File: src/hw/rtl/gcr_pkg.sv
// Shared types, constants and the 3x5 font table for the glyph cell rectangle generator.
// No dependencies; every other file uses this package.
`timescale 1ns / 1ps
`default_nettype none

package gcr_pkg;

  // Glyph geometry: 5 rows of 3 cells, cells numbered row by row, left to right
  localparam int GLYPH_ROWS = 5;
  localparam int GLYPH_COLS = 3;
  localparam int NCELL      = GLYPH_ROWS * GLYPH_COLS;

  localparam int COORD_W = 11;  // width of the corner fields
  localparam int CRD_W   = 15;  // signed working width for placement and clipping
  localparam int DIM_W   = 11;  // width of a size register
  localparam int CFG_AW  = 4;   // four registers at byte offsets 0, 4, 8, 12
  localparam int CFG_DW  = 32;

  localparam int MAX_WIDTH_DEF  = 1024;
  localparam int MAX_HEIGHT_DEF = 1024;

  localparam logic [DIM_W-1:0] DIM_RESET = 11'd1024;

  // Register indexes (word address)
  localparam logic [1:0] REG_BOARD_W = 2'd0;
  localparam logic [1:0] REG_BOARD_H = 2'd1;
  localparam logic [1:0] REG_HUD_W   = 2'd2;
  localparam logic [1:0] REG_HUD_H   = 2'd3;

  // Character codes
  localparam logic [7:0] ASCII_0     = 8'h30;
  localparam logic [7:0] ASCII_9     = 8'h39;
  localparam logic [7:0] ASCII_UA    = 8'h41;
  localparam logic [7:0] ASCII_UZ    = 8'h5A;
  localparam logic [7:0] ASCII_LA    = 8'h61;
  localparam logic [7:0] ASCII_LZ    = 8'h7A;
  localparam logic [7:0] ASCII_DASH  = 8'h2D;
  localparam logic [7:0] ASCII_COLON = 8'h3A;
  localparam logic [7:0] CASE_OFS    = 8'h20;

  localparam int NGLYPH = 39;
  localparam logic [5:0] GLYPH_A     = 6'd10;
  localparam logic [5:0] GLYPH_DASH  = 6'd36;
  localparam logic [5:0] GLYPH_COLON = 6'd37;
  localparam logic [5:0] GLYPH_BLANK = 6'd38;

  typedef logic [NCELL-1:0] cell_mask_t;

  typedef struct packed {
    logic [COORD_W-1:0] x0;
    logic [COORD_W-1:0] y0;
    logic [COORD_W-1:0] x1;
    logic [COORD_W-1:0] y1;
  } rect_t;

  // Clamped surface sizes, in the working width
  typedef struct packed {
    logic signed [CRD_W-1:0] board_w;
    logic signed [CRD_W-1:0] board_h;
    logic signed [CRD_W-1:0] hud_w;
    logic signed [CRD_W-1:0] hud_h;
  } dims_t;

  // One octal digit per row, top row in the top digit; MSB of a row is the left cell
  localparam logic [NCELL-1:0] FONT [NGLYPH] = '{
    15'o75557, 15'o26227, 15'o71747, 15'o71717, 15'o55711,
    15'o74717, 15'o74757, 15'o71111, 15'o75757, 15'o75717,
    15'o25755, 15'o65656, 15'o34443, 15'o65556, 15'o74647,
    15'o74644, 15'o34553, 15'o55755, 15'o72227, 15'o11152,
    15'o55655, 15'o44447, 15'o57755, 15'o57775, 15'o25552,
    15'o65644, 15'o25573, 15'o65655, 15'o34216, 15'o72222,
    15'o55557, 15'o55552, 15'o55775, 15'o55255, 15'o55222,
    15'o71247,
    15'o00700,
    15'o02020,
    15'o00000
  };

  // Glyph pattern for a character, lower case folded to upper case
  function automatic logic [NCELL-1:0] glyph_bits(input logic [7:0] c);
    logic [7:0] u;
    logic [5:0] idx;
    u = (c >= ASCII_LA && c <= ASCII_LZ) ? c - CASE_OFS : c;
    if (u >= ASCII_0 && u <= ASCII_9)
      idx = 6'(u - ASCII_0);
    else if (u >= ASCII_UA && u <= ASCII_UZ)
      idx = 6'(u - ASCII_UA) + GLYPH_A;
    else if (u == ASCII_DASH)
      idx = GLYPH_DASH;
    else if (u == ASCII_COLON)
      idx = GLYPH_COLON;
    else
      idx = GLYPH_BLANK;
    return FONT[idx];
  endfunction

endpackage

`default_nettype wire

File: src/hw/rtl/gcr_cfg_regs.sv
// APB register file holding the two surface sizes, with clamping of the values in use.
// Depends on gcr_pkg.
`timescale 1ns / 1ps
`default_nettype none

module gcr_cfg_regs #(
  parameter int MAX_WIDTH  = gcr_pkg::MAX_WIDTH_DEF,
  parameter int MAX_HEIGHT = gcr_pkg::MAX_HEIGHT_DEF
) (
  input  wire                         clk,
  input  wire                         rst_n,
  input  wire                         psel,
  input  wire                         penable,
  input  wire                         pwrite,
  input  wire  [gcr_pkg::CFG_AW-1:0]  paddr,
  input  wire  [gcr_pkg::CFG_DW-1:0]  pwdata,
  output logic [gcr_pkg::CFG_DW-1:0]  prdata,
  output logic                        pready,
  output gcr_pkg::dims_t              dims
);
  import gcr_pkg::*;

  localparam logic signed [CRD_W-1:0] MAXW = CRD_W'(MAX_WIDTH);
  localparam logic signed [CRD_W-1:0] MAXH = CRD_W'(MAX_HEIGHT);

  logic [DIM_W-1:0] board_w_r, board_h_r, hud_w_r, hud_h_r;
  logic             wr_en;
  logic [1:0]       reg_idx;

  function automatic logic signed [CRD_W-1:0] clamp_dim(input logic [DIM_W-1:0] v,
                                                        input logic signed [CRD_W-1:0] hi);
    logic signed [CRD_W-1:0] s;
    s = signed'(CRD_W'(v));
    if (v == '0)
      return CRD_W'(1);
    else if (s > hi)
      return hi;
    else
      return s;
  endfunction

  assign pready  = 1'b1;
  assign wr_en   = psel && penable && pwrite && pready;
  assign reg_idx = paddr[3:2];

  always_ff @(posedge clk) begin
    if (!rst_n) begin
      board_w_r <= DIM_RESET;
      board_h_r <= DIM_RESET;
      hud_w_r   <= DIM_RESET;
      hud_h_r   <= DIM_RESET;
    end else if (wr_en) begin
      case (reg_idx)
        REG_BOARD_W: board_w_r <= pwdata[DIM_W-1:0];
        REG_BOARD_H: board_h_r <= pwdata[DIM_W-1:0];
        REG_HUD_W:   hud_w_r   <= pwdata[DIM_W-1:0];
        REG_HUD_H:   hud_h_r   <= pwdata[DIM_W-1:0];
        default: ;
      endcase
    end
  end

  always_comb begin
    case (reg_idx)
      REG_BOARD_W: prdata = CFG_DW'(board_w_r);
      REG_BOARD_H: prdata = CFG_DW'(board_h_r);
      REG_HUD_W:   prdata = CFG_DW'(hud_w_r);
      REG_HUD_H:   prdata = CFG_DW'(hud_h_r);
      default:     prdata = '0;
    endcase
  end

  assign dims.board_w = clamp_dim(board_w_r, MAXW);
  assign dims.board_h = clamp_dim(board_h_r, MAXH);
  assign dims.hud_w   = clamp_dim(hud_w_r, MAXW);
  assign dims.hud_h   = clamp_dim(hud_h_r, MAXH);

endmodule

`default_nettype wire

File: src/hw/rtl/gcr_cell_lanes.sv
// Fifteen parallel cell lanes: glyph lookup, square placement and clipping per cell.
// Purely combinational; depends on gcr_pkg.
`timescale 1ns / 1ps
`default_nettype none

module gcr_cell_lanes (
  input  wire  [7:0]                   char_code,
  input  wire  signed [11:0]           pos_x,
  input  wire  signed [11:0]           pos_y,
  input  wire  [3:0]                   scale,
  input  wire                          surface,
  input  gcr_pkg::dims_t               dims,
  output gcr_pkg::rect_t               rects [gcr_pkg::NCELL],
  output gcr_pkg::cell_mask_t          hit
);
  import gcr_pkg::*;

  logic [NCELL-1:0]        glyph;
  logic signed [CRD_W-1:0] px, py, sc, w, h;

  assign glyph = glyph_bits(char_code);
  assign px    = CRD_W'(pos_x);
  assign py    = CRD_W'(pos_y);
  assign sc    = signed'(CRD_W'(scale));
  assign w     = surface ? dims.hud_w : dims.board_w;
  assign h     = surface ? dims.hud_h : dims.board_h;

  for (genvar k = 0; k < NCELL; k++) begin : g_lane
    localparam int ROW = k / GLYPH_COLS;
    localparam int COL = k % GLYPH_COLS;

    logic signed [CRD_W-1:0] x0, y0, x1, y1, x0c, y0c, x1c, y1c;

    always_comb begin
      x0  = px + sc * signed'(CRD_W'(COL));
      y0  = py + sc * signed'(CRD_W'(ROW));
      x1  = x0 + sc;
      y1  = y0 + sc;
      x0c = (x0 < 0) ? '0 : x0;
      y0c = (y0 < 0) ? '0 : y0;
      x1c = (x1 > w) ? w : x1;
      y1c = (y1 > h) ? h : y1;
    end

    // pattern MSB is the top-left cell
    assign hit[k]      = glyph[NCELL-1-k] && (x1c > x0c) && (y1c > y0c);
    assign rects[k].x0 = x0c[COORD_W-1:0];
    assign rects[k].y0 = y0c[COORD_W-1:0];
    assign rects[k].x1 = x1c[COORD_W-1:0];
    assign rects[k].y1 = y1c[COORD_W-1:0];
  end

endmodule

`default_nettype wire

File: src/hw/rtl/gcr_rect_queue.sv
// Rectangle bank for one character and the emitter that sends one rectangle per cycle.
// Depends on gcr_pkg.
`timescale 1ns / 1ps
`default_nettype none

module gcr_rect_queue (
  input  wire                              clk,
  input  wire                              rst_n,
  input  wire                              load,
  input  gcr_pkg::rect_t                   rects [gcr_pkg::NCELL],
  input  gcr_pkg::cell_mask_t              hit,
  input  wire                              surface,
  input  wire  [7:0]                       color,
  output logic                             ready,
  output logic                             out_valid,
  output logic [gcr_pkg::COORD_W-1:0]      out_rect_x0,
  output logic [gcr_pkg::COORD_W-1:0]      out_rect_y0,
  output logic [gcr_pkg::COORD_W-1:0]      out_rect_x1,
  output logic [gcr_pkg::COORD_W-1:0]      out_rect_y1,
  output logic                             out_surface,
  output logic [7:0]                       out_color,
  output logic                             out_last_rect
);
  import gcr_pkg::*;

  rect_t      bank_r [NCELL];
  cell_mask_t mask_r, mask_nxt, pick, rest;
  logic       surf_r;
  logic [7:0] color_r;
  rect_t      sel;

  logic       out_valid_r, out_last_r, out_surf_r;
  rect_t      out_rect_r;
  logic [7:0] out_color_r;

  // lowest pending cell goes out first
  assign pick     = mask_r & (~mask_r + NCELL'(1));
  assign rest     = mask_r & ~pick;
  assign ready    = (rest == '0);
  assign mask_nxt = load ? hit : rest;

  always_comb begin
    sel = '0;
    for (int k = 0; k < NCELL; k++)
      sel = sel | (bank_r[k] & {$bits(rect_t){pick[k]}});
  end

  always_ff @(posedge clk) begin
    if (!rst_n) begin
      mask_r      <= '0;
      out_valid_r <= 1'b0;
    end else begin
      mask_r      <= mask_nxt;
      out_valid_r <= |mask_r;
    end
  end

  always_ff @(posedge clk) begin
    if (load) begin
      bank_r  <= rects;
      surf_r  <= surface;
      color_r <= color;
    end
    out_rect_r  <= sel;
    out_surf_r  <= surf_r;
    out_color_r <= color_r;
    out_last_r  <= (rest == '0);
  end

  assign out_valid     = out_valid_r;
  assign out_rect_x0   = out_rect_r.x0;
  assign out_rect_y0   = out_rect_r.y0;
  assign out_rect_x1   = out_rect_r.x1;
  assign out_rect_y1   = out_rect_r.y1;
  assign out_surface   = out_surf_r;
  assign out_color     = out_color_r;
  assign out_last_rect = out_last_r;

endmodule

`default_nettype wire

File: src/hw/rtl/glyph_cell_rect_generator_unit.sv
// Top level of the 3x5 glyph cell rectangle generator.
// Depends on gcr_pkg, gcr_cfg_regs, gcr_cell_lanes and gcr_rect_queue.
`timescale 1ns / 1ps
`default_nettype none

// A character request is taken when start is high and busy is low. It is
// registered, all fifteen glyph cells are placed and clipped in parallel, and
// the surviving rectangles go out one per cycle on out_valid, top row first,
// left to right, the last one flagged by out_last_rect. A request crosses the
// input register, the rectangle bank and the output register before its first
// rectangle is on the result ports. The emitter sends a character's visible
// cells (up to 15) one at a time through the single result port; a character
// with no visible cell (blank, zero scale or fully clipped) sends nothing.
// One character can wait in the input register while the bank emits; busy is
// high only while that register is full and the bank still holds more than
// one pending rectangle, so a waiting character moves into the bank, and the
// next request is taken, in the cycle in which the bank sends its last
// rectangle. out_valid is not held off by the receiver: every rectangle is
// valid for exactly one cycle. The user must write the size registers over
// the APB port only while the block is idle; the block does not enforce it.

module glyph_cell_rect_generator_unit #(
  parameter int MAX_WIDTH  = gcr_pkg::MAX_WIDTH_DEF,
  parameter int MAX_HEIGHT = gcr_pkg::MAX_HEIGHT_DEF
) (
  input  wire                             clk,
  input  wire                             rst_n,
  input  wire                             start,
  output logic                            busy,
  input  wire  [7:0]                      in_char_code,
  input  wire  signed [11:0]              in_pos_x,
  input  wire  signed [11:0]              in_pos_y,
  input  wire  [3:0]                      in_scale,
  input  wire                             in_surface,
  input  wire  [7:0]                      in_color,
  output logic                            out_valid,
  output logic [gcr_pkg::COORD_W-1:0]     out_rect_x0,
  output logic [gcr_pkg::COORD_W-1:0]     out_rect_y0,
  output logic [gcr_pkg::COORD_W-1:0]     out_rect_x1,
  output logic [gcr_pkg::COORD_W-1:0]     out_rect_y1,
  output logic                            out_surface,
  output logic [7:0]                      out_color,
  output logic                            out_last_rect,
  input  wire                             psel,
  input  wire                             penable,
  input  wire                             pwrite,
  input  wire  [gcr_pkg::CFG_AW-1:0]      paddr,
  input  wire  [gcr_pkg::CFG_DW-1:0]      pwdata,
  output logic [gcr_pkg::CFG_DW-1:0]      prdata,
  output logic                            pready
);
  import gcr_pkg::*;

  logic               in_valid_r, in_valid_nxt;
  logic [7:0]         char_r;
  logic signed [11:0] pos_x_r, pos_y_r;
  logic [3:0]         scale_r;
  logic               surf_r;
  logic [7:0]         color_r;

  dims_t      dims;
  rect_t      rects [NCELL];
  cell_mask_t hit;
  logic       q_ready, load, accept;

  assign load   = in_valid_r && q_ready;
  assign busy   = in_valid_r && !q_ready;
  assign accept = start && !busy;

  always_comb begin
    in_valid_nxt = in_valid_r;
    if (accept)
      in_valid_nxt = 1'b1;
    else if (load)
      in_valid_nxt = 1'b0;
  end

  always_ff @(posedge clk) begin
    if (!rst_n)
      in_valid_r <= 1'b0;
    else
      in_valid_r <= in_valid_nxt;
  end

  always_ff @(posedge clk) begin
    if (accept) begin
      char_r  <= in_char_code;
      pos_x_r <= in_pos_x;
      pos_y_r <= in_pos_y;
      scale_r <= in_scale;
      surf_r  <= in_surface;
      color_r <= in_color;
    end
  end

  gcr_cfg_regs #(
    .MAX_WIDTH  (MAX_WIDTH),
    .MAX_HEIGHT (MAX_HEIGHT)
  ) u_cfg (
    .clk     (clk),
    .rst_n   (rst_n),
    .psel    (psel),
    .penable (penable),
    .pwrite  (pwrite),
    .paddr   (paddr),
    .pwdata  (pwdata),
    .prdata  (prdata),
    .pready  (pready),
    .dims    (dims)
  );

  gcr_cell_lanes u_lanes (
    .char_code (char_r),
    .pos_x     (pos_x_r),
    .pos_y     (pos_y_r),
    .scale     (scale_r),
    .surface   (surf_r),
    .dims      (dims),
    .rects     (rects),
    .hit       (hit)
  );

  gcr_rect_queue u_queue (
    .clk           (clk),
    .rst_n         (rst_n),
    .load          (load),
    .rects         (rects),
    .hit           (hit),
    .surface       (surf_r),
    .color         (color_r),
    .ready         (q_ready),
    .out_valid     (out_valid),
    .out_rect_x0   (out_rect_x0),
    .out_rect_y0   (out_rect_y0),
    .out_rect_x1   (out_rect_x1),
    .out_rect_y1   (out_rect_y1),
    .out_surface   (out_surface),
    .out_color     (out_color),
    .out_last_rect (out_last_rect)
  );

endmodule

`default_nettype wire

File: config.mk
export PLATFORM = sky130hd
export DESIGN_NAME = glyph_cell_rect_generator_unit
export DESIGN_NICKNAME = d
export VERILOG_FILES = /design/src/hw/rtl/gcr_pkg.sv /design/src/hw/rtl/gcr_cfg_regs.sv /design/src/hw/rtl/gcr_cell_lanes.sv /design/src/hw/rtl/gcr_rect_queue.sv /design/src/hw/rtl/glyph_cell_rect_generator_unit.sv
export SDC_FILE = /design/constraint.sdc
export NUM_CORES = 1
export LEC_CHECK = 0
export BUFFER_PORTS_ARGS = -buffer_cell sky130_fd_sc_hd__buf_2
export CELL_PAD_IN_SITES_DETAIL_PLACEMENT = 0
export CELL_PAD_IN_SITES_GLOBAL_PLACEMENT = 1
export CORE_MARGIN = 10
export CORE_UTILIZATION = 41
export CTS_CLUSTER_DIAMETER = 80
export DETAILED_ROUTE_END_ITERATION = 12
export PLACE_DENSITY_LB_ADDON = 0.05
export SYNTH_ARGS = -nofsm -noshare
export SYNTH_HDL_FRONTEND = slang
export SYNTH_HIERARCHICAL = 1
export SYNTH_SLANG_ARGS = --single-unit
File: constraint.sdc
create_clock -name clk -period 40.9 [get_ports clk]
set_clock_uncertainty 0.1 [all_clocks]
set_input_delay 2.045 -clock clk [delete_from_list [all_inputs] [get_ports clk]]
set_output_delay 2.045 -clock clk [all_outputs]
set_load 0.03 [all_outputs]
==> results.json, run 1 <==
{
  "violations": "slew limit",
  "slew-limit-headroom_pct": -16.04,
  "ys_ff_latch": 829,
  "place_congestion": 0.9134,
  "yosysUniqueCellTypes": 103,
  "wl_um": 147200,
  "hold-path-cell-count": 0,
  "worst_slew_pin_slew_ps": 1692,
  "power.density_nw_per_um2": 46.49,
  "dp_hpwl_um": 101800,
  "synth_flop_cell": "edfxtp_1",
  "start_util_pct": 41.43,
  "grt_pass1_wl_um": 210900,
  "endpoint_kind": "register",
  "r2r_start": "pos_y_r[1]",
  "rsz0062_at_grt": "false",
  "max_stage_delay_ps": 860,
  "drt_first_pass_iters": 6,
  "wl_per_cell_um": 27.54,
  "boundaryPins": 176,
  "grt.overflow.total": 0,
  "startpoint_type": "register",
  "cp_max_fo": 19,
  "synth_area_sq_um": 46800,
  "vdd_drop_max_mv": 0.03224,
  "synth_top_cell_by_area": "edfxtp_1",
  "hold_path_end": "u_queue/out_color[6]",
  "ff2ff_setup_slack_ps": 31680,
  "hp-class": "reg -> reg",
  "power_leakage_uw": 0.01837,
  "yosys_warnings": 6,
  "status": "complete, but fails checks",
  "cts_buffer_depth": 3,
  "clock_latency_ps": 690,
  "first_iter_violations": 3023,
  "clk_pin_slew_ps": 60,
  "cts_max_level": 3,
  "rr_endpoint": "u_queue/mask_r[8]",
  "grt_max_degree": 177,
  "nets": 4138,
  "hold_violations": 0,
  "max_freq_mhz": 108.4,
  "tns_ps": 0,
  "cts_resized": 0,
  "dp.cells": 5172,
  "dieHeight_um": 357.9,
  "ant_nets": 0,
  "avgViaCountPerCell": 5.765,
  "die_w_um": 357.9,
  "setup_viol": 0,
  "drv_cap": 0,
  "critPathSlowestCell": "a211oi_1",
  "arrival_ps": 9740,
  "fin_cells": 5345,
  "post_cts_buffers": 0,
  "ys_async_sr_fraction_pct": 0,
  "die_area_sq_um": 128100,
  "min_from": "u_queue/color_r[6]",
  "cts_sinks": 829,
  "netlist_instances": 4139,
  "reg2reg_depth": 34,
  "synthToLayoutAreaGrowth_pct": 3.270,
  "final_max_slew_viol_count": 11,
  "io_buffer_count": 130,
  "cts_root_buf": "clkbuf_16",
  "ctsHoldBuffers": 0,
  "yosysTopAreaCellShare_pct": 45.81,
  "grt_pass1_vias": 30630,
  "dr_total_vias": 30810,
  "avgSynthCellArea_sq_um": 11.31,
  "grtUsageTotal_pct": 22.44,
  "synth_edf_count": 714,
  "min_period_ps": 9223,
  "worstSetupPathType": "reg -> reg",
  "crit_family": "compound AO/OA/AOI/OAI gates",
  "crit_path_frequent_cell": "o21ai_0",
  "core_area_sq_um": 113000,
  "period_share_pct": 22.55,
  "post_route_cells_drive_above_1_share_pct": 11.19,
  "cts_inserted_buffers": 91,
  "cp.required_ps": 41420,
  "antenna_found_initial": 13,
  "num_rows": 123,
  "ys_top_cells_by_area": "edfxtp_1 (46%), buf_4 (8.5%), ha_1 (7.3%)",
  "yosysSeqAreaShare_pct": 50.73,
  "cts_tree": "yes",
  "cp_num_buf_inv": 4,
  "drc": 0
}
[cells in the final DEF (no fill, tap or decap), types with 18 or more instances in the layout]
master     netlist  layout
inv_1          185     185
nor2_1         182     182
nand4_1         40      40
xor2_1          28      28
clkbuf_16        0      93
or2_2           23      23
a32oi_1         35      35
dfxtp_1        115     109
a222oi_1        44      44
nor3_1          32      32
and2_1          27      25
a211oi_1        29      29
xnor2_1         75      75
o21ai_0        159     159
a22oi_1        156     156
nand3_1         46      46
o21a_1          42      42
o211ai_1        29      29
mux2i_1        113     111
buf_4          531      66
nand4b_1        33      33
buf_2           41     130
conb_1           2      38
or3_1           52      52
nand2_1        317     316
and3_1          19      18
clkbuf_1       112      32
nor2b_1         95      90
o22ai_1         37      37
edfxtp_1       714     714
ha_1           274     274
a21o_1          60      60
a21oi_1        121     121
a221oi_1        24      24
nand2b_1        70      70
[sequential cells by signal (all words and copies together), names as in the netlist, 4 cells and up]
signal / flops
u_queue/out_rect_y1: 11
u_queue/bank_r: 660
u_queue/out_color: 8
u_queue/mask_r: 15
pos_y_r: 12
u_cfg/hud_w_r: 11
u_queue/color_r: 8
u_queue/out_rect_x1: 11
u_cfg/board_h_r: 11
scale_r: 4
pos_x_r: 12
u_queue/out_rect_x0: 11
char_r: 8
u_cfg/hud_h_r: 11
u_queue/out_rect_y0: 11
color_r: 8
u_cfg/board_w_r: 11
[routing by layer]
layer	routed length (um)	vias up	track usage, %
li1	-	14060	-
met1	67330	15520	31.86
met2	64100	1052	33.98
met3	11980	174	5.357
met4	3725	8	6.168
met5	52	-	0
[layout make-up]
type,count,area (sq um)
antenna,3,7.507
clock inverter,40,409.1
inverter,187,701.9
tap,1500,1877
sequential,829,23760
timing repair buffer,197,1166
multi-input combinational,2459,17900
fill,10650,64630
clock buffer,130,2516
[how the worst max path moves through the flow]
| stage | cells after the start | slack [ps] | from | end |
|---|---|---|---|---|
| 6_report | 34 | 31680 | pos_y_r[1] | u_queue/mask_r[8] |
| 5_1_grt | 34 | 31230 | pos_y_r[1] | u_queue/mask_r[8] |
| 4_1_cts | 34 | 31650 | pos_y_r[1] | u_queue/mask_r[8] |
| 3_5_place_dp | 34 | 31730 | pos_y_r[1] | u_queue/mask_r[8] |
| 3_3_place_gp | 35 | 31710 | pos_y_r[1] | u_queue/mask_r[8] |
| 2_1_floorplan | 11 | 20160 | u_queue/mask_r[4] | u_queue/mask_r[4] |
[synth_stat cells, types with 33 or more instances]
master	instances
a21o_1	60
a21oi_1	121
a222oi_1	44
a22oi_1	156
a32oi_1	35
buf_2	41
buf_4	531
clkbuf_1	112
dfxtp_1	115
edfxtp_1	714
ha_1	274
inv_1	185
mux2i_1	113
nand2_1	317
nand2b_1	70
nand3_1	46
nand4_1	40
nand4b_1	33
nor2_1	182
nor2b_1	95
o21a_1	42
o21ai_0	159
o22ai_1	37
or3_1	52
xnor2_1	75
[per-stage QoR]
| step | hold slack (ps) | total power (uW) | util (%) | area [sq um] | setup slack [ps] |
|---|---|---|---|---|---|
| finish | 247.7 | 2247 | 42.78 | 48330 | 31680 |
| CTS | 249.9 | 2259 | 42.78 | 48320 | 31650 |
| floorplan | 223.3 | 1420 | - | 46930 | 20160 |
| global route | 260.4 | 2345 | 42.78 | 48320 | 31230 |
| detailed placement | 231.0 | 1460 | 40.19 | 45400 | 31730 |
| global placement | 230.2 | 1452 | 40.19 | 45400 | 31710 |
[logic make-up after synthesis]
kind of cell,synth area share [%]
fa+ha+maj,7.884
buf+inv,11.56
compound gates,13.43
simple gates,11.22
other cells,0.01605
mux,3.219
flops,50.73
xor+xnor,1.928
[power by group]
part           switching (uW)  leakage, uW  internal (uW)  total (uW)
Sequential               19.8      0.00779            999        1020
Combinational             294      0.00916            137         431
Clock                     343      0.00142            453         796
Total                     658       0.0184           1590        2250
Power figures use the tool's default switching activity.
==> run 2, diff against run 1 <==
==> constraint.sdc (replaced) <==
create_clock -name clk -period 9.45 [get_ports clk]
set_clock_uncertainty 0.1 [all_clocks]
set_input_delay 0.4725 -clock clk [delete_from_list [all_inputs] [get_ports clk]]
set_output_delay 0.4725 -clock clk [all_outputs]
set_load 0.03 [all_outputs]
==> results.json, run 2 (synthesis results as in run 1) <==
{
  "status": "complete, but fails checks",
  "violations": "slew limit",
  "power.total_uw": 10030,
  "nets": 4218,
  "io_buffer_count": 130,
  "dieHeight_um": 357.9,
  "endpoint_kind": "register",
  "hold-path-cell-count": 3,
  "period_share_pct": 92.60,
  "top_register": "u_queue/bank_r",
  "grt_pass1_wl_um": 217300,
  "cp.required_ps": 9960,
  "vdd_drop_max_mv": 0.1667,
  "wl_per_cell_um": 27.79,
  "antenna_found_initial": 14,
  "layout_commonest_cell": "edfxtp_1",
  "min_from": "pwdata[5]",
  "hold_path_end": "u_cfg/board_h_r[5]",
  "dr.max_layer_used": "met4",
  "boundaryPins": 176,
  "wl_met3_um": 10930,
  "num_rows": 123,
  "worst_slew_pin_slew_ps": 1593,
  "place_congestion": 0.9167,
  "fin_cells": 5425,
  "hp-class": "in -> reg",
  "layout_common_cells": "edfxtp_1 (714), nand2_1 (316), ha_1 (274)",
  "final_max_slew_viol_count": 11,
  "grt_max_degree": 129,
  "cts_resized": 0,
  "dp_hpwl_um": 104800,
  "ctsHoldBuffers": 47,
  "largest_register_ffs": 660,
  "rr_endpoint": "u_queue/mask_r[8]",
  "diodes": 0,
  "setup_viol": 0,
  "start_util_pct": 41.43,
  "power.density_nw_per_um2": 203.4,
  "cp_max_fo": 19,
  "startpoint_type": "register",
  "first_iter_violations": 3361,
  "grt.overflow.total": 0,
  "cts_sinks": 829,
  "postLayoutCoreUtil_pct": 43.64,
  "ant_nets": 0,
  "grtUsageTotal_pct": 23.03,
  "cts_max_level": 3,
  "min_period_ps": 8750,
  "r2r_start": "scale_r[2]",
  "max_stage_delay_ps": 1160,
  "cts_tree": "yes",
  "avgViaCountPerCell": 5.794,
  "stdcell_area_sq_um": 49290,
  "arrival_ps": 9260,
  "core_area_sq_um": 113000,
  "tns_ps": 0,
  "dr_wl_met2_um": 66630,
  "largestRegisters": "u_queue/bank_r x660, u_queue/mask_r x15",
  "hold_violations": 0,
  "drv_cap": 0,
  "worstSetupPathType": "reg -> reg",
  "clock_latency_ps": 680,
  "wl_met1_um": 70120,
  "crit_path_frequent_cell": "o21ai_0",
  "rsz0062_at_grt": "false",
  "postPlaceCellArea_sq_um": 45670,
  "die_w_um": 357.9,
  "critPathSlowestCell": "edfxtp_1",
  "drt_first_pass_iters": 6,
  "max_freq_mhz": 114.3,
  "dp.cells": 5203,
  "power_leakage_uw": 0.01885,
  "wl_um": 150700,
  "post_route_cells_drive_above_1_share_pct": 12.03,
  "post_cts_buffers": 0,
  "clk_pin_slew_ps": 70,
  "fillers": 10590,
  "reg2reg_depth": 31,
  "synthToLayoutAreaGrowth_pct": 5.329,
  "dr_total_vias": 31430,
  "cts_inserted_buffers": 93,
  "die_area_sq_um": 128100,
  "cts_buffer_depth": 3,
  "ff2ff_setup_slack_ps": 700,
  "cts_root_buf": "clkbuf_16",
  "slew-limit-headroom_pct": -9.232,
  "drc": 0,
  "grt_pass1_vias": 31380
}
[run 2: worst max-delay path, delay by kind of cell, from the launching register on]
family	cells	cell delay, ps
and+or+nand+nor	10	1900
AOI/OAI and AO/OA	13	3510
xor gates and xnor gates	1	260
buffers and inverters	3	560
adders and majority gates	3	990
muxes	1	200
DFF	1	1160
[run 2: metrics by stage]
stage / hold slack [ps] / worst slack (ps)
2_1_floorplan: 223.3 / 1255
6_report: 53.02 / 699.6
4_1_cts: 19.31 / 793.2
3_3_place_gp: 230.6 / 930.3
5_1_grt: 51.20 / 287.6
3_5_place_dp: 230.0 / 832.3
[run 2: power breakdown]
| part | internal [uW] | leakage (uW) | total (uW) | switching, uW |
|---|---|---|---|---|
| Combinational | 646 | 0.00953 | 1930 | 1280 |
| Sequential | 4320 | 0.00779 | 4410 | 90.8 |
| Clock | 2180 | 0.00153 | 3690 | 1510 |
| Total | 7140 | 0.0188 | 10000 | 2880 |
[run 2: area by class of cell]
| type | instances | area, sq um | share of cell area (%) |
|---|---|---|---|
| tap | 1500 | 1877 | 3.807 |
| sequential | 829 | 23760 | 48.19 |
| inverter | 187 | 701.9 | 1.424 |
| timing repair buffer | 275 | 1907 | 3.868 |
| multi-input combinational | 2459 | 17890 | 36.30 |
| clock inverter | 59 | 639.4 | 1.297 |
| clock buffer | 116 | 2517 | 5.107 |
[run 2: worst max path at each step]
stage                            startpoint                end  slack, ps  cells past startpoint
after floorplan           u_queue/mask_r[4]  u_queue/mask_r[4]       1260                     11
after global placement           scale_r[2]  u_queue/mask_r[8]        930                     33
after detailed placement         scale_r[2]  u_queue/mask_r[8]        830                     32
after CTS                        scale_r[2]  u_queue/mask_r[8]        790                     31
after global routing             scale_r[2]  u_queue/mask_r[8]        290                     30
final                            scale_r[2]  u_queue/mask_r[8]        700                     31
[run 2: per-layer routing]
layer	GRT usage [%]	vias to the layer above
met3	3.553	178
li1	-	14200
met5	0	-
met4	4.924	0
met2	35.52	1162
met1	33.93	15890
